--- config.mk ---
export PLATFORM = sky130hd
export DESIGN_NAME = crank_quadrant_schmitt_trigger_unit
export DESIGN_NICKNAME = d
export VERILOG_FILES = /design/src/rtl/cqst_pkg.sv /design/src/rtl/cqst_div.sv /design/src/rtl/cqst_dp.sv /design/src/rtl/cqst_ctrl.sv /design/src/rtl/crank_quadrant_schmitt_trigger_unit.sv
export SDC_FILE = /design/constraint.sdc
export NUM_CORES = 2
export LEC_CHECK = 0
export ABC_AREA = 1
export BUFFER_PORTS_ARGS = -buffer_cell sky130_fd_sc_hd__buf_2
export CELL_PAD_IN_SITES_DETAIL_PLACEMENT = 1
export CELL_PAD_IN_SITES_GLOBAL_PLACEMENT = 2
export CORE_MARGIN = 2
export CORE_UTILIZATION = 35
export DETAILED_ROUTE_END_ITERATION = 6
export PLACE_DENSITY = 0.71
export SLEW_MARGIN = 20
export SYNTH_ARGS = -nofsm -noshare
export SYNTH_HDL_FRONTEND = slang
export SYNTH_HIERARCHICAL = 1
export SYNTH_SLANG_ARGS = --single-unit
--- constraint.sdc ---
create_clock -name clk -period 11 [get_ports clk]
set_clock_uncertainty 0.15 [all_clocks]
set_input_delay 0.55 -clock clk [delete_from_list [all_inputs] [get_ports clk]]
set_output_delay 0.55 -clock clk [all_outputs]
set_load 0.05 [all_outputs]
--- src/rtl/cqst_pkg.sv ---
// Shared types, constants and helpers for the crank quadrant Schmitt trigger unit.
package cqst_pkg;

  localparam int unsigned DataW = 16;
  localparam int unsigned CfgW  = 15;
  localparam int unsigned IdxW  = 3;
  localparam int unsigned InW   = 48;
  localparam int unsigned OutW  = 40;
  localparam int unsigned UserW = 2;

  localparam logic [IdxW-1:0] REG_BIAS_X          = 3'd0;
  localparam logic [IdxW-1:0] REG_BIAS_Z          = 3'd1;
  localparam logic [IdxW-1:0] REG_COS_THETA       = 3'd2;
  localparam logic [IdxW-1:0] REG_SIN_THETA       = 3'd3;
  localparam logic [IdxW-1:0] REG_Z_OFFSET        = 3'd4;
  localparam logic [IdxW-1:0] REG_NOISE_THRESHOLD = 3'd5;
  localparam logic [IdxW-1:0] REG_TICK_SECONDS    = 3'd6;

  localparam logic signed [DataW-1:0] S15_MAX        = 16'sh7FFF;
  localparam logic signed [DataW-1:0] S15_MIN        = 16'sh8000;
  localparam logic signed [DataW-1:0] PHASE_NEG_ONE  = 16'sh8000;
  localparam logic signed [DataW-1:0] PHASE_NEG_HALF = 16'shC000;
  localparam logic signed [DataW-1:0] PHASE_ZERO     = 16'sh0000;
  localparam logic signed [DataW-1:0] PHASE_POS_HALF = 16'sh4000;

  localparam logic [CfgW-1:0] NOISE_RESET = 15'd328;
  localparam logic [CfgW-1:0] TICK_RESET  = 15'd1;

  typedef enum logic [2:0] {
    ST_IDLE,
    ST_SUB,
    ST_MUL,
    ST_FLAG,
    ST_SECS,
    ST_DIV,
    ST_OUT
  } state_t;

  typedef struct packed {
    logic       load;
    logic       sub;
    logic       mul;
    logic [1:0] mul_sel;
    logic       flag;
    logic       secs;
    logic       div_start;
    logic       out_load;
  } cmd_t;

  typedef struct packed {
    logic rate_needed;
    logic div_done;
    logic out_free;
  } stat_t;

  function automatic logic signed [DataW-1:0] sat16(input logic signed [DataW:0] v);
    logic signed [DataW-1:0] r;
    if (v > 17'sd32767) begin
      r = S15_MAX;
    end else if (v < -17'sd32768) begin
      r = S15_MIN;
    end else begin
      r = v[DataW-1:0];
    end
    return r;
  endfunction

endpackage

--- src/rtl/cqst_div.sv ---
// Radix-2 restoring divider, one quotient bit per cycle.
module cqst_div (
  input  logic                          clk,
  input  logic                          rst_n,
  input  logic                          start,
  input  logic [cqst_pkg::DataW-1:0]    dividend_hi,
  input  logic [cqst_pkg::DataW-1:0]    dividend_lo,
  input  logic [cqst_pkg::CfgW-1:0]     divisor,
  output logic                          done,
  output logic [cqst_pkg::DataW-1:0]    quotient
);

  logic [cqst_pkg::DataW-1:0] rem_r, rem_nxt;
  logic [cqst_pkg::DataW-1:0] lo_r, lo_nxt;
  logic [3:0]                 cnt_r;
  logic                       busy_r;
  logic [cqst_pkg::DataW:0]   trial;
  logic                       ge;

  always_comb begin
    trial   = {rem_r, lo_r[cqst_pkg::DataW-1]};
    ge      = (trial >= {2'b00, divisor});
    rem_nxt = ge ? 16'(trial - {2'b00, divisor}) : trial[cqst_pkg::DataW-1:0];
    lo_nxt  = {lo_r[cqst_pkg::DataW-2:0], ge};
  end

  always_ff @(posedge clk) begin
    if (!rst_n) begin
      busy_r <= 1'b0;
      cnt_r  <= '0;
    end else if (start) begin
      busy_r <= 1'b1;
      cnt_r  <= 4'd15;
    end else if (busy_r) begin
      cnt_r <= cnt_r - 4'd1;
      if (cnt_r == 4'd0) begin
        busy_r <= 1'b0;
      end
    end
  end

  always_ff @(posedge clk) begin
    if (start) begin
      rem_r <= dividend_hi;
      lo_r  <= dividend_lo;
    end else if (busy_r) begin
      rem_r <= rem_nxt;
      lo_r  <= lo_nxt;
    end
  end

  assign done     = busy_r && (cnt_r == 4'd0);
  assign quotient = lo_r;

endmodule

--- src/rtl/cqst_dp.sv ---
// Datapath: registers, bias removal, rotation, Schmitt flags, phase and rate.
module cqst_dp (
  input  logic                          clk,
  input  logic                          rst_n,
  input  logic                          cfg_we,
  input  logic [cqst_pkg::IdxW-1:0]     cfg_index,
  input  logic [cqst_pkg::DataW-1:0]    cfg_wdata,
  input  logic [cqst_pkg::InW-1:0]      in_tdata,
  input  cqst_pkg::cmd_t                cmd,
  output cqst_pkg::stat_t               stat,
  output logic                          out_tvalid,
  input  logic                          out_tready,
  output logic [cqst_pkg::OutW-1:0]     out_tdata,
  output logic [cqst_pkg::UserW-1:0]    out_tuser
);

  localparam int unsigned W = cqst_pkg::DataW;

  logic signed [W-1:0]                bias_x_r, bias_z_r, cos_r, sin_r;
  logic [cqst_pkg::CfgW-1:0]          z_off_r, thr_r, tick_r;

  logic signed [W-1:0]                sx_r, sz_r, ux_r, uz_r;
  logic [W-1:0]                       ts_r;
  logic signed [W-1:0]                m_r [4];

  logic                               x_low_r, z_low_r;
  logic [W-1:0]                       last_phase_r, last_time_r;
  logic                               trig_r, rv_r;
  logic signed [W-1:0]                phase_r, diff_r;
  logic [W-1:0]                       dt_r;
  logic [cqst_pkg::CfgW-1:0]          secs_r;

  logic                               out_valid_r;
  logic                               o_trig_r, o_rv_r, o_x_r, o_z_r;
  logic signed [W-1:0]                o_phase_r, o_rate_r;

  logic signed [W-1:0]                op_a, op_b;
  logic signed [2*W-1:0]              prod;
  logic signed [W:0]                  prod_q;
  logic signed [W-1:0]                ux_nxt, uz_nxt, lx, lz, vz;
  logic signed [W:0]                  neg_thr;
  logic                               x_above, x_below, z_above, z_below;
  logic                               nx, nz, cx, cz, trig;
  logic signed [W-1:0]                phase, diff;
  logic [30:0]                        secs_full;
  logic [cqst_pkg::CfgW-1:0]          secs_nxt;
  logic [W:0]                         mag;
  logic                               div_done;
  logic [W-1:0]                       quot;
  logic                               sat_big;
  logic signed [W-1:0]                rate_nxt;

  always_ff @(posedge clk) begin
    if (!rst_n) begin
      bias_x_r <= '0;
      bias_z_r <= '0;
      cos_r    <= cqst_pkg::S15_MAX;
      sin_r    <= '0;
      z_off_r  <= '0;
      thr_r    <= cqst_pkg::NOISE_RESET;
      tick_r   <= cqst_pkg::TICK_RESET;
    end else if (cfg_we) begin
      case (cfg_index)
        cqst_pkg::REG_BIAS_X:          bias_x_r <= cfg_wdata;
        cqst_pkg::REG_BIAS_Z:          bias_z_r <= cfg_wdata;
        cqst_pkg::REG_COS_THETA:       cos_r    <= cfg_wdata;
        cqst_pkg::REG_SIN_THETA:       sin_r    <= cfg_wdata;
        cqst_pkg::REG_Z_OFFSET:        z_off_r  <= cfg_wdata[cqst_pkg::CfgW-1:0];
        cqst_pkg::REG_NOISE_THRESHOLD: thr_r    <= cfg_wdata[cqst_pkg::CfgW-1:0];
        cqst_pkg::REG_TICK_SECONDS:    tick_r   <= cfg_wdata[cqst_pkg::CfgW-1:0];
        default: ;
      endcase
    end
  end

  // bias removal
  always_comb begin
    ux_nxt = cqst_pkg::sat16(17'(sx_r) - 17'(bias_x_r));
    uz_nxt = cqst_pkg::sat16(17'(sz_r) - 17'(bias_z_r));
  end

  // shared s.15 multiplier, floor then saturate
  always_comb begin
    case (cmd.mul_sel)
      2'd0:    begin op_a = cos_r; op_b = ux_r; end
      2'd1:    begin op_a = sin_r; op_b = uz_r; end
      2'd2:    begin op_a = cos_r; op_b = uz_r; end
      default: begin op_a = sin_r; op_b = ux_r; end
    endcase
    prod   = op_a * op_b;
    prod_q = prod[2*W-1:W-1];
  end

  // rotation, Schmitt flags and phase
  always_comb begin
    lx      = cqst_pkg::sat16(17'(m_r[0]) - 17'(m_r[1]));
    lz      = cqst_pkg::sat16(17'(m_r[2]) + 17'(m_r[3]));
    vz      = cqst_pkg::sat16(17'(lz) + $signed({2'b00, z_off_r}));
    // full-scale band: -1.0 saturates to the band edge and stays inside
    neg_thr = (thr_r == '1) ? -17'sd32768 : -$signed({2'b00, thr_r});
    x_above = 17'(lx) > $signed({2'b00, thr_r});
    x_below = 17'(lx) < neg_thr;
    z_above = 17'(vz) > $signed({2'b00, thr_r});
    z_below = 17'(vz) < neg_thr;
    nx      = x_low_r ? !x_above : x_below;
    nz      = z_low_r ? !z_above : z_below;
    cx      = nx ^ x_low_r;
    cz      = nz ^ z_low_r;
    trig    = cx | cz;
    if (cx) begin
      phase = nz ? cqst_pkg::PHASE_ZERO : cqst_pkg::PHASE_NEG_ONE;
    end else begin
      phase = nx ? cqst_pkg::PHASE_NEG_HALF : cqst_pkg::PHASE_POS_HALF;
    end
    diff = phase - $signed(last_phase_r);
  end

  // elapsed seconds and rate
  always_comb begin
    secs_full = dt_r * tick_r;
    secs_nxt  = (secs_full > 31'd32767) ? 15'h7FFF : secs_full[cqst_pkg::CfgW-1:0];
    mag       = diff_r[W-1] ? 17'(-17'(diff_r)) : 17'(diff_r);
    sat_big   = (secs_r == '0) || (mag >= {1'b0, secs_r, 1'b0});
    if (!diff_r[W-1]) begin
      rate_nxt = (sat_big || quot[W-1]) ? cqst_pkg::S15_MAX : $signed(quot);
    end else if (sat_big || (quot > 16'h8000)) begin
      rate_nxt = cqst_pkg::S15_MIN;
    end else begin
      rate_nxt = -$signed(quot);
    end
  end

  cqst_div u_div (
    .clk         (clk),
    .rst_n       (rst_n),
    .start       (cmd.div_start),
    .dividend_hi (mag[W:1]),
    .dividend_lo ({mag[0], 15'd0}),
    .divisor     (secs_r),
    .done        (div_done),
    .quotient    (quot)
  );

  always_ff @(posedge clk) begin
    if (cmd.load) begin
      sx_r <= in_tdata[W-1:0];
      sz_r <= in_tdata[2*W-1:W];
      ts_r <= in_tdata[3*W-1:2*W];
    end
    if (cmd.sub) begin
      ux_r <= ux_nxt;
      uz_r <= uz_nxt;
    end
    if (cmd.mul) begin
      m_r[cmd.mul_sel] <= cqst_pkg::sat16(prod_q);
    end
    if (cmd.flag) begin
      trig_r  <= trig;
      phase_r <= trig ? phase : cqst_pkg::PHASE_ZERO;
      rv_r    <= trig && (diff != '0);
      diff_r  <= diff;
      dt_r    <= ts_r - last_time_r;
    end
    if (cmd.secs) begin
      secs_r <= secs_nxt;
    end
  end

  always_ff @(posedge clk) begin
    if (!rst_n) begin
      x_low_r      <= 1'b0;
      z_low_r      <= 1'b0;
      last_phase_r <= '0;
      last_time_r  <= '0;
    end else if (cmd.flag) begin
      x_low_r <= nx;
      z_low_r <= nz;
      if (trig) begin
        last_phase_r <= phase;
        last_time_r  <= ts_r;
      end
    end
  end

  always_ff @(posedge clk) begin
    if (!rst_n) begin
      out_valid_r <= 1'b0;
    end else if (cmd.out_load) begin
      out_valid_r <= 1'b1;
    end else if (out_tready) begin
      out_valid_r <= 1'b0;
    end
  end

  always_ff @(posedge clk) begin
    if (cmd.out_load) begin
      o_trig_r  <= trig_r;
      o_rv_r    <= rv_r;
      o_phase_r <= phase_r;
      o_rate_r  <= rv_r ? rate_nxt : '0;
      o_x_r     <= x_low_r;
      o_z_r     <= z_low_r;
    end
  end

  assign stat.rate_needed = trig && (diff != '0);
  assign stat.div_done    = div_done;
  assign stat.out_free    = !out_valid_r || out_tready;

  assign out_tvalid = out_valid_r;
  assign out_tdata  = {6'd0, o_z_r, o_x_r, o_rate_r, o_phase_r};
  assign out_tuser  = {o_rv_r, o_trig_r};

endmodule

--- src/rtl/cqst_ctrl.sv ---
// Controller: sequences one sample through the datapath.
module cqst_ctrl (
  input  logic              clk,
  input  logic              rst_n,
  input  logic              in_tvalid,
  output logic              in_tready,
  input  cqst_pkg::stat_t   stat,
  output cqst_pkg::cmd_t    cmd
);

  cqst_pkg::state_t state_r, state_nxt;
  logic [1:0]       mul_cnt_r, mul_cnt_nxt;

  always_ff @(posedge clk) begin
    if (!rst_n) begin
      state_r   <= cqst_pkg::ST_IDLE;
      mul_cnt_r <= '0;
    end else begin
      state_r   <= state_nxt;
      mul_cnt_r <= mul_cnt_nxt;
    end
  end

  always_comb begin
    state_nxt   = state_r;
    mul_cnt_nxt = mul_cnt_r;
    cmd         = '0;
    cmd.mul_sel = mul_cnt_r;
    in_tready   = 1'b0;
    case (state_r)
      cqst_pkg::ST_IDLE: begin
        in_tready = 1'b1;
        if (in_tvalid) begin
          cmd.load  = 1'b1;
          state_nxt = cqst_pkg::ST_SUB;
        end
      end
      cqst_pkg::ST_SUB: begin
        cmd.sub     = 1'b1;
        mul_cnt_nxt = '0;
        state_nxt   = cqst_pkg::ST_MUL;
      end
      cqst_pkg::ST_MUL: begin
        cmd.mul     = 1'b1;
        mul_cnt_nxt = mul_cnt_r + 2'd1;
        if (mul_cnt_r == 2'd3) begin
          state_nxt = cqst_pkg::ST_FLAG;
        end
      end
      cqst_pkg::ST_FLAG: begin
        cmd.flag  = 1'b1;
        state_nxt = stat.rate_needed ? cqst_pkg::ST_SECS : cqst_pkg::ST_OUT;
      end
      cqst_pkg::ST_SECS: begin
        cmd.secs      = 1'b1;
        cmd.div_start = 1'b1;
        state_nxt     = cqst_pkg::ST_DIV;
      end
      cqst_pkg::ST_DIV: begin
        if (stat.div_done) begin
          state_nxt = cqst_pkg::ST_OUT;
        end
      end
      cqst_pkg::ST_OUT: begin
        if (stat.out_free) begin
          cmd.out_load = 1'b1;
          state_nxt    = cqst_pkg::ST_IDLE;
        end
      end
      default: begin
        state_nxt = cqst_pkg::ST_IDLE;
      end
    endcase
  end

endmodule

--- src/rtl/crank_quadrant_schmitt_trigger_unit.sv ---
// Top level of the crank quadrant Schmitt trigger unit.
//
// Input stream: one word per accelerometer sample (x, z, tick timestamp).
// Output stream: one word per sample with the Schmitt flags, and, when a
// flag changed, the quadrant phase and, when the phase moved, its rate.
// Configuration: write cfg_we with cfg_index and cfg_wdata while idle.
//
// Steps: the accepting cycle, bias removal, four products through one
// shared multiplier, the flag update and the output load. A rate adds
// the elapsed-seconds step and the bit-serial divider before the
// output load, which waits until the output register is free.
// in_tready is high only while no sample is in work.
//
// Reset (synchronous, rst_n low) restores register defaults, clears the
// flags, the last phase and the last timestamp and empties the output.
// A stalled receiver holds the output word; one further sample is worked
// up to the output stage and then waits there until the word is taken.
module crank_quadrant_schmitt_trigger_unit (
  input  logic                          clk,
  input  logic                          rst_n,
  input  logic                          cfg_we,
  input  logic [cqst_pkg::IdxW-1:0]     cfg_index,
  input  logic [cqst_pkg::DataW-1:0]    cfg_wdata,
  input  logic                          in_tvalid,
  output logic                          in_tready,
  // sample_x[15:0], sample_z[31:16], timestamp[47:32]
  input  logic [cqst_pkg::InW-1:0]      in_tdata,
  output logic                          out_tvalid,
  input  logic                          out_tready,
  // phase[15:0], phase_rate[31:16], x_flag[32], z_flag[33], zero fill
  output logic [cqst_pkg::OutW-1:0]     out_tdata,
  // triggered[0], rate_valid[1]
  output logic [cqst_pkg::UserW-1:0]    out_tuser
);

  cqst_pkg::cmd_t  cmd;
  cqst_pkg::stat_t stat;

  cqst_ctrl u_ctrl (
    .clk       (clk),
    .rst_n     (rst_n),
    .in_tvalid (in_tvalid),
    .in_tready (in_tready),
    .stat      (stat),
    .cmd       (cmd)
  );

  cqst_dp u_dp (
    .clk        (clk),
    .rst_n      (rst_n),
    .cfg_we     (cfg_we),
    .cfg_index  (cfg_index),
    .cfg_wdata  (cfg_wdata),
    .in_tdata   (in_tdata),
    .cmd        (cmd),
    .stat       (stat),
    .out_tvalid (out_tvalid),
    .out_tready (out_tready),
    .out_tdata  (out_tdata),
    .out_tuser  (out_tuser)
  );

endmodule

Word level (Yosys, flattened, before mapping)
Memory sizes are Yosys's and may differ from the RTL's.
Cells that the tools add are included.
Widths: inputs -> output; s select.
{"block": "word_totals", "ramBits": 64, "elab_cells": 177, "input_bits": 72, "mem_count": 1, "regBits": 367}
{"block": "op_classes", "multipliers": 2, "n_eq_ne": 20, "n_reduce_logical": 29, "n_lt_le_gt_ge": 20, "mux": 53, "bitwise_logic": 3, "add_sub_neg": 13}
{"name": "u_dp.m_r", "depth": 4, "word_bits": 16, "rd": 4, "rd_ports_with_merged_regs": 0, "write_ports": 1, "line_no": "cqst_dp.sv:24", "rtl": "logic signed [W-1:0] m_r [4];"}
{"cell": "$mux 16", "count": 24}
{"cell": "$gt 17x16->1 const B", "count": 6}
{"cell": "$lt 17x16->1 const B", "count": 6}
{"cell": "$sub 16x16->17", "count": 3}
{"cell": "$add 16x16->17", "count": 2}
{"cell": "$lt 16x17->1", "count": 2}
{"cell": "$mux 17", "count": 2}
{"cell": "$gt 16x16->1", "count": 2}
{"cell": "$mul 16x16->32", "count": 1}
{"cell": "$sub 16x16->16", "count": 2}
{"cell": "$gt 31x15->1 const B", "count": 1}
{"cell": "$mul 16x15->31", "count": 1}
{"cell": "$pmux 3 s7", "count": 1}
{"cell": "$eq 3x3->1 const B", "count": 6}
{"cell": "$ge 17x15->1", "count": 1}
{"cell": "$ge 17x16->1", "count": 1}
{"cell": "$mux 1", "count": 17}
{"cell": "$neg 15->17", "count": 1}
{"cell": "$neg 16->17", "count": 1}
{"cell": "$gt 16x16->1 const B", "count": 1}
{"cell": "$neg 16->16", "count": 1}
{"cell": "$reduce_and 2->1", "count": 8}
{"cell": "$reduce_bool 16->1", "count": 1}
{"cell": "$sub 16x15->16", "count": 1}
{"cell": "other kinds (25)", "count": 48}

Depth between registers and ports, before layout
An unclocked memory read counts as a cell.
{"block": "logic_depth", "depth_word": 19, "depth_mapped": 54, "depth_no_buf": 52}

Hierarchy
The synthesis kept the hierarchy.
{"mod": "cqst_dp", "area_each_um2": 36152.2, "seq_area_each_um2": 8698.3, "n_inst": 1, "cells_per_inst": 4270}
{"mod": "cqst_div", "area_each_um2": 2950.3, "seq_area_each_um2": 1061.0, "n_inst": 1, "cells_per_inst": 425}
{"mod": "cqst_ctrl", "area_each_um2": 382.9, "seq_area_each_um2": 100.1, "n_inst": 1, "cells_per_inst": 59}

Worst setup path before layout
No wires, ideal clock.
{"block": "synth_path", "kind": "register to register", "startpoint": "register u_ctrl.mul_cnt_r[0]", "endpoint": "memory u_dp/m_r[0][10] in the netlist's numbering, data pin", "path_slack_ns": 2.890, "arrival_ns": 7.695, "synth_period_minus_slack_ns": 8.110, "stages_incl_launch_ff": 31, "required_time_ns": 10.585, "setup_time_ns": 0.265, "n_path_buf": 4, "path_cell_list": "dfxtp_1 inv_1 ha_1 clkbuf_1 clkbuf_1 nand2_1 o21ai_1 clkinv_1 nor2_1 fa_1 fa_1 inv_1 fa_1 inv_1 fa_1 inv_1 fa_1 fa_1 inv_1 ha_1 inv_1 nor3_1 nand2_1 inv_1 a2111oi_0 nand3_1 nand2_1 or2_1 buf_2 buf_6 nand2_1"}
{"block": "synth_between", "elab_chain_cells": 8, "elab_cells_between_ends": 13, "cone_classes": "mul (1); order compare (2); eq/ne (2); mux (5); reduce/logical (3)"}
{"element": "from (decl)", "line_no": "cqst_ctrl.sv:12", "rtl": "logic [1:0] mul_cnt_r, mul_cnt_nxt;"}
{"element": "from (signal assigned)", "line_no": "cqst_ctrl.sv:20", "rtl": "mul_cnt_r <= mul_cnt_nxt;"}
{"element": "$eq 2x2->1, or another cell as far along", "line_no": "cqst_dp.sv:84", "rtl": "case (cmd.mul_sel)"}
{"element": "$reduce_or 2->1 (no source line)"}
{"element": "$mux 16", "line_no": "cqst_dp.sv:84"}
{"element": "$mul 16x16->32 (*)", "line_no": "cqst_dp.sv:90", "rtl": "prod = op_a * op_b;"}
{"element": "$lt 17x16->1", "line_no": "cqst_pkg.sv:60", "rtl": "end else if (v < -17'sd32768) begin"}
{"element": "$mux 16", "line_no": "cqst_pkg.sv:60"}
{"element": "$mux 16 (*)", "line_no": "cqst_pkg.sv:58", "rtl": "if (v > 17'sd32767) begin"}
{"element": "$mux 16 (*)", "line_no": "cqst_dp.sv:154", "rtl": "if (cmd.mul) begin"}
{"element": "to (decl)", "line_no": "cqst_dp.sv:24"}
Mark *: on every way between the ends. The rest lies on a longest branch, timed or not. The select of a mux whose other input is x is not followed.

Worst setup path after layout
{"block": "layout_path", "startpoint": "register u_ctrl.mul_cnt_r[0]", "endpoint": "memory u_dp/m_r[0][13] in the netlist's numbering, data pin"}
The elaborated chain is that of the path after synthesis.

==> results.ini <==
[sta]
period_minus_slack_ns=9.52
finalMaxSlewViolations=0
rsz0062_at_grt=false
relSlewSlack_pct=32.3
tns_ns=0
finalSetupViolCount=0
fin_crit_sh_pct=86.6
finalHoldViolCount=0
tightest_slew_ns=1.01
fmax_mhz=105

[job]
max_cap_violations=0

[worst_setup_path]
start_kind=flop
critPathSlowestCell=nor2_2
crit_required_ns=11.16
worstPathArrival_ns=9.68
rr_worst_depth=26
endpoint_kind=flop
cpPeakStageDelay_ns=0.79
critPathMaxFanout=23
worst_path_most_repeated_cell=fa_1
worstSetupPathType=reg2reg

[die]
die_h_um=340
num_rows=123
initial_utilization_pct=35.2
die_x_um=340
io_pins=116
core_sq_mm=0.112
dieArea_sq_mm=0.116

[worst_hold_path]
min_path_cells=3
hp-class=in2reg

[global_routing]
grt_pass1_vias=33300
grt_remaining_overflow=0
grt_pass1_wl_um=192000
grt.total_usage_pct=21.5
grt_max_degree=72
antenna_found_initial=8

[clocking]
clk_latency_ns=0.65
hold_buffers=48
cts-resized-gates=0
clkSinkCount=375
cts_setup_buffers=0
htree_levels=2
root_buffer=clkbuf_16
cts_tree=yes
clk_pin_slew_ns=0.06
ctsLongestPathBuffers=3
cts-buffers-inserted=47

[synthesis]
synth.cell_area_sq_mm=0.0395
syn_inst=4754
yosys_register_bits=375
yosys.cell_types.count=65
postSynthAreaPerCell_sq_um=8.31
synth_top_cell_by_area=fa_1
synth.area.top_cells=fa_1 (23%), edfxtp_1 (18%), ha_1 (11%), nand2_1 (9.6%), inv_1 (9.0%)
synth_top_area_share_pct=22.8
synth_enable_flop_cells=235
synth_ff_type=edfxtp_1
synthArstFlopShare_pct=0
yosysSeqAreaShare_pct=25.0
yosysWarnings=6

[placement]
post-dp-hpwl_um=96800
io_buffer_count=95
gp_congestion=0.879

[cells_and_area]
fill_cells=13400
layout-drive-gt1-share_pct=6.38
area_delta_synth_final_pct=10.4
nNetsFinal=5743
diodes=0

[detailed_routing]
wirelength_um=121000
vias=31000
first_pass_iters=5
post_drt_wl_per_cell_um=19.0
drt_iter0_markers=1588
ant_nets=0
remaining_drc_errors=0
viasPerCell=4.84

[outcome]
status=complete, no violations

-- synth_stat cells, drive strengths merged (8+ instances only) --
| cell type | count |
|---|---|
| a21boi | 10 |
| clkbuf | 114 |
| a31oi | 12 |
| nand3 | 146 |
| xnor2 | 65 |
| nand3b | 17 |
| fa | 449 |
| nand2 | 1048 |
| nor2 | 324 |
| ha | 356 |
| dfxtp | 140 |
| clkinv | 8 |
| nor4 | 11 |
| a21oi | 267 |
| inv | 961 |
| edfxtp | 235 |
| buf | 50 |
| nand4 | 29 |
| xor2 | 81 |
| a21o | 14 |
| o31ai | 8 |
| o21ai | 286 |
| nor3 | 53 |
| o211ai | 10 |
-- flip-flops by register name (all words and copies together) (netlist names), 3 cells and up --
| name | cells |
|---|---|
| u_dp/m_r | 64 |
| u_dp/bias_x_r | 16 |
| u_dp/bias_z_r | 16 |
| u_dp/cos_r | 16 |
| u_dp/dt_r | 16 |
| u_dp/last_time_r | 16 |
| u_dp/o_rate_r | 16 |
| u_dp/sin_r | 16 |
| u_dp/sx_r | 16 |
| u_dp/sz_r | 16 |
| u_dp/ts_r | 16 |
| u_dp/u_div/quotient | 16 |
| u_dp/u_div/rem_r | 16 |
| u_dp/ux_r | 16 |
| u_dp/uz_r | 16 |
| u_dp/secs_r | 15 |
| u_dp/thr_r | 15 |
| u_dp/tick_r | 15 |
| u_dp/z_off_r | 15 |
| u_dp/u_div/cnt_r | 4 |
| u_ctrl/state_r | 3 |
-- layer usage --
metal  track usage [%]  part of all wire (%)
met5                 0                 0.011
met4              5.99                   2.8
met2              35.8                    46
met3              2.53                   3.8
met1              29.4                    47
-- logic make-up after synthesis --
group	share of synthesized area, %
other cells	0.00950
xor+xnor	3.24
fa+ha+maj	34.0
flops	25.0
buf+inv	11.3
simple gates	17.6
compound gates	8.91
-- worst max-delay path, delay by kind of cell (launching register included) --
family,cells,cell delay [ns]
AOI/OAI and AO/OA,5,1.82
buffers and inverters,5,0.94
DFF,1,0.42
adders and majority gates,8,3.57
and+or+nand+nor,8,2.30
-- final timing paths --
path	to	slack, ns	startpoint
max	u_dp/m_r[0][13]$_DFFE_PP_	1.48	u_ctrl/mul_cnt_r[0]$_SDFFE_PN0P_
min	u_dp/cos_r[15]$_SDFFE_PN0P_	0.13	cfg_wdata[15]
max reg2reg	u_dp/m_r[0][13]$_DFFE_PP_	1.48	u_ctrl/mul_cnt_r[0]$_SDFFE_PN0P_
min reg2reg	u_dp/o_phase_r[14]$_DFFE_PP_	0.27	u_dp/phase_r[14]$_SDFFCE_PN0P_
-- cell usage in the layout (no fill, tap or decap), drive strengths merged, types with 8 or more instances in the layout --
cell	n
nand3b	17
nor3	53
fa	449
nand3	146
o211ai	10
a31oi	12
inv	967
a21oi	267
dfxtp	140
ha	356
clkbuf	60
xnor2	65
buf	130
nor2	324
dlygate4sd3	48
a21o	14
xor2	81
conb	50
edfxtp	235
nor4	11
a21boi	10
clkinv	21
o31ai	8
nand4	29
o21ai	286
nand2	1048
-- per-stage QoR --
stage                     setup WS (ns)  instances  util [%]  hold WS, ns  area (sq um)
after CTS                          1.54       6404      38.8       0.0886         43600
after floorplan                    2.89       4803         -        0.250         39700
after global routing              0.839       6404      38.8        0.132         43600
after detailed placement           1.53       6269      37.0        0.255         41500
final                              1.48       6404      38.8        0.128         43600
after global placement             1.65       6269      37.0        0.255         41500
-- area by class of cell --
cell class	count	area [sq um]	area share (%)
clock buffers	60	1260	2.88
clock inverters	27	344	0.789
inverters	969	3640	8.35
multi-input cells	3295	25400	58.3
flip-flops and latches	375	9860	22.6
well taps	1500	1880	4.31
repair buffers	178	1220	2.80
Power is left out: the tool's default activity adds up to more than one toggle a clock period on the data nets, which glitch-free logic cannot reach.
